`src/rtl/core/i2cm_pkg.sv`:
```
// ----------------------------------------------------------------------------
// i2cm_pkg
// Shared types and constants for the I2C master bit engine: command codes,
// sequencer states, beat payload structs and register reset values.
// ----------------------------------------------------------------------------
`default_nettype none

package i2cm_pkg;

   // default width of the bus delay counter
   localparam int DELAY_WIDTH_DEFAULT = 16;

   // reset value of the half period register
   localparam logic [15:0] HALF_PERIOD_RESET = 16'd400;

   // bits in one data byte
   localparam logic [3:0] BYTE_BITS = 4'd8;
   localparam logic [3:0] LAST_BIT  = 4'd7;

   // command codes carried in the kind field
   typedef enum logic [3:0] {
      KIND_NONE    = 4'd0,
      KIND_START   = 4'd1,
      KIND_STOP    = 4'd2,
      KIND_WRITE   = 4'd3,
      KIND_READ    = 4'd4,
      KIND_WAITACK = 4'd5,
      KIND_ACK     = 4'd6,
      KIND_NACK    = 4'd7,
      KIND_CHECK   = 4'd8
   } kind_type;

   // line sequence being run, one-hot
   typedef enum logic [7:0] {
      PRIM_IDLE    = 8'b0000_0001,
      PRIM_START   = 8'b0000_0010,
      PRIM_STOP    = 8'b0000_0100,
      PRIM_WRITE   = 8'b0000_1000,
      PRIM_READ    = 8'b0001_0000,
      PRIM_WAITACK = 8'b0010_0000,
      PRIM_ACK     = 8'b0100_0000,
      PRIM_NACK    = 8'b1000_0000
   } prim_type;

   // outcome of one sequencer step
   typedef enum logic [1:0] {
      STEP_DELAY = 2'd0,
      STEP_GO    = 2'd1,
      STEP_END   = 2'd2
   } step_res_type;

   // sequencer state plus per-step scratch flags
   typedef struct packed {
      prim_type     prim;
      logic         check_mode;
      logic [2:0]   phase;
      logic [3:0]   bit_index;
      logic [7:0]   shift;
      logic         scl;
      logic         sda;
      logic [7:0]   read_result;
      logic         ack;
      logic         load_delay;
      step_res_type res;
      logic         done;
   } eng_state_type;

   // input beat
   typedef struct packed {
      logic [3:0] kind;
      logic [7:0] data_byte;
      logic       sda_in;
      logic       scl_in;
   } req_payload_type;

   // result beat
   typedef struct packed {
      logic       scl_out;
      logic       sda_out;
      logic       busy_res;
      logic       done_res;
      logic [7:0] rx_byte;
      logic       ack_bit;
   } rsp_payload_type;

endpackage

`default_nettype wire

```
`src/rtl/core/i2c_master_bit_engine.sv`:
```
// ----------------------------------------------------------------------------
// i2c_master_bit_engine
// Open-drain I2C master bit sequencer, one input beat per bus sample tick.
//
// Each req beat is one tick: an optional command (start, stop, write, read,
// wait ack, send ack, send nack, check device) plus the sampled SDA and SCL.
// A command is taken only when the engine is idle; one that arrives while
// busy is dropped. Every bus level is held for one delay of half_period_ticks
// ticks, set through the csr write port (reset 400); the user must write it
// only while the engine is idle, which the block itself does not enforce.
// Every req beat yields exactly one rsp beat with the line drives, busy,
// a done pulse, the last read byte and the ack flag.
// The rsp beat is registered at the edge that takes the req beat. Throughput
// is one beat per cycle while rsp_ready does not hold the result register;
// the step logic between the state registers and the result register is at
// most two sequencer steps deep.
// When rsp_ready is low the result register holds; req_ready stays high
// while the result register is empty or being drained, so a stall costs
// no beats. Reset releases both lines, sets the ack flag, clears the
// sequencer and empties the result register.
// ----------------------------------------------------------------------------
`default_nettype none

module i2c_master_bit_engine #(
   parameter int DELAY_WIDTH = i2cm_pkg::DELAY_WIDTH_DEFAULT
) (
   input  wire logic                      clock,
   input  wire logic                      reset,
   input  wire logic                      req_valid,
   output logic                           req_ready,
   input  wire i2cm_pkg::req_payload_type req_data,
   output logic                           rsp_valid,
   input  wire logic                      rsp_ready,
   output i2cm_pkg::rsp_payload_type      rsp_data,
   input  wire logic                      csr_write_en,
   input  wire logic [15:0]               csr_write_data
);
   import i2cm_pkg::*;

   // one phase of the current line sequence
   function automatic eng_state_type run_phase(eng_state_type s, logic sda_smp);
      eng_state_type n;
      n = s;
      n.load_delay = 1'b0;
      n.res = STEP_END;
      unique case (s.prim)
         PRIM_START, PRIM_STOP: begin
            if (s.phase < 3'd3) begin
               n.load_delay = 1'b1;
               n.res = STEP_DELAY;
               n.phase = s.phase + 3'd1;
            end
            if (s.prim == PRIM_START) begin
               case (s.phase)
                  3'd0: begin
                     n.sda = 1'b1;
                     n.scl = 1'b1;
                  end
                  3'd1: n.sda = 1'b0;
                  3'd2: n.scl = 1'b0;
                  default: ;
               endcase
            end else begin
               case (s.phase)
                  3'd0: n.sda = 1'b0;
                  3'd1: n.scl = 1'b1;
                  3'd2: n.sda = 1'b1;
                  default: ;
               endcase
            end
         end
         PRIM_WRITE: begin
            if (s.phase == 3'd0) begin
               n.sda = s.shift[7];
               n.load_delay = 1'b1;
               n.res = STEP_DELAY;
               n.phase = 3'd1;
            end else if (s.phase == 3'd1) begin
               n.scl = 1'b1;
               n.load_delay = 1'b1;
               n.res = STEP_DELAY;
               n.phase = 3'd2;
            end else begin
               n.scl = 1'b0;
               if (s.bit_index >= LAST_BIT) begin
                  n.sda = 1'b1;
               end
               n.shift = {s.shift[6:0], 1'b0};
               n.bit_index = s.bit_index + 4'd1;
               if (n.bit_index >= BYTE_BITS) begin
                  n.res = STEP_END;
               end else begin
                  n.phase = 3'd0;
                  n.res = STEP_GO;
               end
            end
         end
         PRIM_READ: begin
            if (s.phase == 3'd0) begin
               n.scl = 1'b1;
               n.load_delay = 1'b1;
               n.res = STEP_DELAY;
               n.phase = 3'd1;
            end else if (s.phase == 3'd1) begin
               n.shift = {s.shift[6:0], sda_smp};
               n.scl = 1'b0;
               n.bit_index = s.bit_index + 4'd1;
               n.load_delay = 1'b1;
               n.res = STEP_DELAY;
               n.phase = 3'd2;
            end else if (s.bit_index >= BYTE_BITS) begin
               n.read_result = s.shift;
               n.res = STEP_END;
            end else begin
               n.phase = 3'd0;
               n.res = STEP_GO;
            end
         end
         PRIM_WAITACK: begin
            if (s.phase < 3'd3) begin
               n.load_delay = 1'b1;
               n.res = STEP_DELAY;
               n.phase = s.phase + 3'd1;
            end
            case (s.phase)
               3'd0: n.sda = 1'b1;
               3'd1: n.scl = 1'b1;
               3'd2: begin
                  n.ack = sda_smp;
                  n.scl = 1'b0;
               end
               default: ;
            endcase
         end
         PRIM_ACK, PRIM_NACK: begin
            if (s.phase < 3'd3 || (s.phase == 3'd3 && s.prim == PRIM_ACK)) begin
               n.load_delay = 1'b1;
               n.res = STEP_DELAY;
               n.phase = s.phase + 3'd1;
            end
            case (s.phase)
               3'd0: n.sda = (s.prim == PRIM_NACK);
               3'd1: n.scl = 1'b1;
               3'd2: n.scl = 1'b0;
               3'd3: begin
                  if (s.prim == PRIM_ACK) begin
                     n.sda = 1'b1;
                  end
               end
               default: ;
            endcase
         end
         default: n.res = STEP_END;
      endcase
      return n;
   endfunction

   // end of a sequence: chain the next one for check device, else finish
   function automatic eng_state_type resolve_end(eng_state_type s);
      eng_state_type n;
      n = s;
      if (s.res == STEP_END) begin
         if (s.check_mode && s.prim != PRIM_STOP) begin
            if (s.prim == PRIM_START) begin
               n.prim = PRIM_WRITE;
            end else if (s.prim == PRIM_WRITE) begin
               n.prim = PRIM_WAITACK;
            end else begin
               n.prim = PRIM_STOP;
            end
            n.phase = 3'd0;
            n.bit_index = 4'd0;
            n.res = STEP_GO;
         end else begin
            n.prim = PRIM_IDLE;
            n.check_mode = 1'b0;
            n.phase = 3'd0;
            n.done = 1'b1;
         end
      end
      return n;
   endfunction

   // run steps until a delay starts or the command ends (two at most)
   function automatic eng_state_type advance(eng_state_type s, logic sda_smp);
      eng_state_type n;
      logic          loaded;
      n = s;
      n.done = 1'b0;
      n = resolve_end(run_phase(n, sda_smp));
      loaded = n.load_delay;
      if (n.res == STEP_GO) begin
         n = resolve_end(run_phase(n, sda_smp));
         loaded = loaded | n.load_delay;
      end
      n.load_delay = loaded;
      return n;
   endfunction

   // registers
   eng_state_type          st_ff, st_in;
   logic [DELAY_WIDTH-1:0] delay_ff, delay_in;
   logic [15:0]            half_period_ff;
   logic                   rsp_valid_ff;
   rsp_payload_type        rsp_data_ff, rsp_data_in;

   logic                   req_fire;
   logic [15:0]            half_m1;
   logic [31:0]            half_m1_wide;
   logic [31:0]            delay_lim;
   logic [DELAY_WIDTH-1:0] delay_load;
   logic                   busy;
   eng_state_type          st_step;

   assign req_fire  = req_valid && req_ready;
   assign req_ready = !rsp_valid_ff || rsp_ready;
   assign rsp_valid = rsp_valid_ff;
   assign rsp_data  = rsp_data_ff;
   assign busy      = (st_ff.prim != PRIM_IDLE);

   // reload value for one bus delay: zero acts as one, saturate to counter width
   assign half_m1      = (half_period_ff == 16'd0) ? 16'd0 : half_period_ff - 16'd1;
   assign half_m1_wide = 32'(half_m1);
   assign delay_lim    = 32'({DELAY_WIDTH{1'b1}});
   assign delay_load   = DELAY_WIDTH'((half_m1_wide > delay_lim) ? delay_lim : half_m1_wide);

   // next state for one tick
   always_comb begin
      st_in   = st_ff;
      st_step = st_ff;
      st_in.done = 1'b0;
      st_in.load_delay = 1'b0;
      delay_in = delay_ff;
      if (busy) begin
         if (delay_ff != '0) begin
            delay_in = delay_ff - DELAY_WIDTH'(1);
         end else begin
            st_in = advance(st_ff, req_data.sda_in);
         end
      end else begin
         st_step.bit_index = 4'd0;
         st_step.phase = 3'd0;
         st_step.check_mode = 1'b0;
         unique case (req_data.kind)
            KIND_NONE: ;
            KIND_START: begin
               st_step.prim = PRIM_START;
               st_in = advance(st_step, req_data.sda_in);
            end
            KIND_STOP: begin
               st_step.prim = PRIM_STOP;
               st_in = advance(st_step, req_data.sda_in);
            end
            KIND_WRITE: begin
               st_step.prim = PRIM_WRITE;
               st_step.shift = req_data.data_byte;
               st_in = advance(st_step, req_data.sda_in);
            end
            KIND_READ: begin
               st_step.prim = PRIM_READ;
               st_step.shift = 8'd0;
               st_in = advance(st_step, req_data.sda_in);
            end
            KIND_WAITACK: begin
               st_step.prim = PRIM_WAITACK;
               st_in = advance(st_step, req_data.sda_in);
            end
            KIND_ACK: begin
               st_step.prim = PRIM_ACK;
               st_in = advance(st_step, req_data.sda_in);
            end
            KIND_NACK: begin
               st_step.prim = PRIM_NACK;
               st_in = advance(st_step, req_data.sda_in);
            end
            KIND_CHECK: begin
               if (req_data.sda_in && req_data.scl_in) begin
                  st_step.prim = PRIM_START;
                  st_step.check_mode = 1'b1;
                  st_step.shift = req_data.data_byte;
                  st_in = advance(st_step, req_data.sda_in);
               end else begin
                  // bus not idle: report no response at once
                  st_in = st_step;
                  st_in.ack = 1'b1;
                  st_in.done = 1'b1;
                  st_in.load_delay = 1'b0;
               end
            end
            default: ;
         endcase
      end
      if (st_in.load_delay) begin
         delay_in = delay_load;
      end
   end

   // result beat built from the state after this tick
   always_comb begin
      rsp_data_in.scl_out  = st_in.scl;
      rsp_data_in.sda_out  = st_in.sda;
      rsp_data_in.busy_res = (st_in.prim != PRIM_IDLE);
      rsp_data_in.done_res = st_in.done;
      rsp_data_in.rx_byte  = st_in.read_result;
      rsp_data_in.ack_bit  = st_in.ack;
   end

   // state, delay counter and config register
   always_ff @(posedge clock) begin
      if (reset) begin
         st_ff.prim        <= PRIM_IDLE;
         st_ff.check_mode  <= 1'b0;
         st_ff.phase       <= 3'd0;
         st_ff.bit_index   <= 4'd0;
         st_ff.shift       <= 8'd0;
         st_ff.scl         <= 1'b1;
         st_ff.sda         <= 1'b1;
         st_ff.read_result <= 8'd0;
         st_ff.ack         <= 1'b1;
         st_ff.load_delay  <= 1'b0;
         st_ff.res         <= STEP_END;
         st_ff.done        <= 1'b0;
         delay_ff          <= '0;
         half_period_ff    <= HALF_PERIOD_RESET;
      end else begin
         if (req_fire) begin
            st_ff    <= st_in;
            delay_ff <= delay_in;
         end
         if (csr_write_en) begin
            half_period_ff <= csr_write_data;
         end
      end
   end

   // result register
   always_ff @(posedge clock) begin
      if (reset) begin
         rsp_valid_ff <= 1'b0;
      end else if (req_fire) begin
         rsp_valid_ff <= 1'b1;
      end else if (rsp_ready) begin
         rsp_valid_ff <= 1'b0;
      end
   end

   always_ff @(posedge clock) begin
      if (req_fire) begin
         rsp_data_ff <= rsp_data_in;
      end
   end

endmodule

`default_nettype wire

```
`config.mk`:
```
export PLATFORM = sky130hd
export DESIGN_NAME = i2c_master_bit_engine
export DESIGN_NICKNAME = d
export VERILOG_FILES = /design/src/rtl/core/i2cm_pkg.sv /design/src/rtl/core/i2c_master_bit_engine.sv
export SDC_FILE = /design/constraint.sdc
export NUM_CORES = 1
export LEC_CHECK = 0
export BUFFER_PORTS_ARGS = -buffer_cell sky130_fd_sc_hd__buf_2
export CAP_MARGIN = 10
export CELL_PAD_IN_SITES_DETAIL_PLACEMENT = 1
export CELL_PAD_IN_SITES_GLOBAL_PLACEMENT = 1
export CORE_ASPECT_RATIO = 1.75
export CORE_MARGIN = 3
export CORE_UTILIZATION = 49
export DETAILED_ROUTE_END_ITERATION = 10
export PLACE_DENSITY_LB_ADDON = 0.2
export SKIP_LAST_GASP = 1
export SLEW_MARGIN = 25
export SYNTH_ARGS = -nofsm -noshare
export SYNTH_HDL_FRONTEND = slang
export SYNTH_SLANG_ARGS = --single-unit
export TNS_END_PERCENT = 50
```
`constraint.sdc`:
```
create_clock -name clock -period 7.2 [get_ports clock]
set_clock_uncertainty 0.15 [all_clocks]
set_input_delay 1.08 -clock clock [delete_from_list [all_inputs] [get_ports clock]]
set_output_delay 1.08 -clock clock [all_outputs]
set_load 0.03 [all_outputs]
```
==> out/results.ini <==
[outcome]
status = complete, no violations

[flow_run]
drv_cap = 0

[finish]
postLayoutCellArea_um2 = 7370
final-seq-area_um2 = 1750
num_antenna_cells = 0
area_growth_pct = 10.2
drive_gt1_share_pct = 14.2
final_net_count = 947
multiInputGateArea_um2 = 4670
nFillCells = 1664

[clock_tree]
postCtsSetupBuffers = 0
clk_path_buf_depth = 2
clkSinkCount = 81
cts_resized = 0
cts_tree = done
clkLatencyLatePin_ps = 360
clk_pin_slew_ps = 70
cts-root-buf = clkbuf_16
htree_levels = 3
ctsHoldBuffers = 0
cts_made_buffers = 9

[place]
io_buffers = 49
gp_congestion = 1.02
placed_cell_area_um2 = 7010
dp_hpwl_um = 22100

[drt]
avgViaCountPerCell = 7.09
drt_wl_total_um = 29500
route.detailed.drc = 0
drtIter0Drc = 537
vias = 7611
wl_per_cell_um = 27.5
first_pass_iters = 7
ant_nets = 0

[logic_synthesis]
syn_inst = 877
syn_avg_cell_area_um2 = 7.63
synth_area_um2 = 6690
ys.flop_type = dfxtp_1
ys_ff_latch = 81
seq_area_frac_synth_pct = 26.2
ys_async_sr_fraction_pct = 0
yosysWarnings = 0
netlist-cell-type-count = 87
syn_nets = 927
synth-edff-count = 13

[floorplan]
die-area_um2 = 15200
start_util_pct = 50.9
num_rows = 55
die_w_um = 94.3
core_um2 = 13100
ioPinCount = 50
die_h_um = 161

[sta]
period_needed_ps = 5740
slew_violations = 0
setup-tns-final_ps = 0
hold_viol = 0
tightest_slew_ps = 1050
setup_violations = 0
slew_headroom_pct = 30.2
max_freq_mhz = 174
grt_setup_unrepaired = no
post-route-period-util_pct = 79.7

[critical_path]
critPathLaunchType = flip-flop
crit_type = reg2reg
critPathMaxFanout = 19
cp-end-kind = flip-flop
worstPathArrival_ps = 5860
crit_required_ps = 7320

[global_route]
grt.total_usage_pct = 39.0
grt_pass1_wl_um = 45300
grt_max_degree = 63
grt-ovfl-total = 0
grt_pass1_vias = 8020
antenna_found_initial = 0

[hold_path]
hold_path_class = reg2reg

[power]
p_per_area_nw_per_um2 = 328
peakVddDrop_mv = 0.236
p_leak_nw = 2.74

## critical path, cell delays in order (launching register included)
cell,delay (ps)
dfxtp_1,510
nor4_2,900
nand4b_1,430
a221oi_1,520
o32ai_1,190
buf_4,200
a21oi_2,310
clkinv_1,330
ha_1,300
nand2_1,70
a211oi_1,100
a211oi_1,380
o31ai_1,180
a21oi_2,660
o21ai_0,230
a31oi_1,200
## placed cells by master (no fill, tap or decap), types with 15 or more instances in the layout
cell type / instances
ha_1: 15
nor2_1: 83
mux2_2: 16
dfxtp_1: 68
o21ai_0: 53
a21oi_1: 72
nand2_1: 97
buf_2: 49
mux2i_1: 34
nand3_1: 35
inv_1: 30
a31oi_1: 18
nor3_1: 27
## kinds of logic (layout without fill, tap and decap cells)
logic type / count (synthesis) / after routing / share of synthesized area (%)
AO/OA/AOI/OAI: 289 / 289 / 30.2
multiplexers: 50 / 50 / 7.78
XOR/XNOR: 19 / 19 / 2.49
AND/OR/NAND/NOR: 345 / 345 / 25.8
adder cells (fa/ha/maj): 15 / 15 / 2.80
buffers and inverters: 78 / 103 / 4.79
flip-flops: 81 / 81 / 26.2
## sequential cells by signal, summed over array words and instances (netlist names)
signal          flops
half_period_ff     16
delay_ff           16
rsp_valid           1
st_ff              35
rsp_data           13
## power breakdown
group,total [W],switching (W),leakage [nW],internal (W)
Clock,0.000527,0.000218,0.162,0.000309
Sequential,0.000659,0.000113,0.680,0.000546
Combinational,0.00123,0.000834,1.89,0.000396
Total,0.00242,0.00117,2.74,0.00125
## cells in the mapped netlist, drive strengths merged (11+ instances only)
cell    instances  area, um2
nand2          97        364
nor2           84        318
a21oi          76        395
dfxtp          68       1360
o21ai          56        280
nand3          35        175
mux2i          34        340
clkbuf         31        116
inv            30        113
nor3           29        145
a31oi          20        146
buf            16       87.6
mux2           16        180
ha             15        188
nand4          14       87.6
a211oi         13       97.6
edfxtp         13        390
or3            11       73.8
## path summary, 6_finish.rpt
check	startpoint	endpoint	slack (ps)	cells after the start
setup / recovery	st_ff[33]$_SDFFE_PP0P_	delay_ff[2]$_SDFFE_PP0P_	1460	15
hold reg to reg	st_ff[11]$_SDFFE_PP0P_	st_ff[11]$_SDFFE_PP0P_	320	2
hold / removal	st_ff[11]$_SDFFE_PP0P_	st_ff[11]$_SDFFE_PP0P_	320	2
setup reg to reg	st_ff[33]$_SDFFE_PP0P_	delay_ff[2]$_SDFFE_PP0P_	1460	15
## routing by layer
metal	GRT usage (%)	wire, um	vias up
met5	0	0	-
met4	24.3	2210	0
met3	5.90	1420	141
met2	70.9	15400	329
met1	40.7	10400	3764
li1	-	-	3377
## area by class of cell
cell class,instances,share of cell area [%]
Tap cell,171,2.90
Timing Repair Buffer,56,4.04
Inverter,31,1.58
Sequential cell,81,23.8
Clock inverter,7,1.39
Multi-Input combinational cell,718,63.3
Clock buffer,9,3.05
## stage by stage
step	instances	power (W)	util, %	worst slack, ps	hold WS, ps
5_1_grt	1073	0.00252	56.1	1040	336
3_5_place_dp	1057	0.00182	53.3	1690	308
4_1_cts	1073	0.00235	55.8	1640	317
3_3_place_gp	1057	0.00176	53.3	1960	287
6_report	1073	0.00242	56.1	1460	318
2_1_floorplan	877	0.00145	-	2710	279
Power figures use the tool's default switching activity.
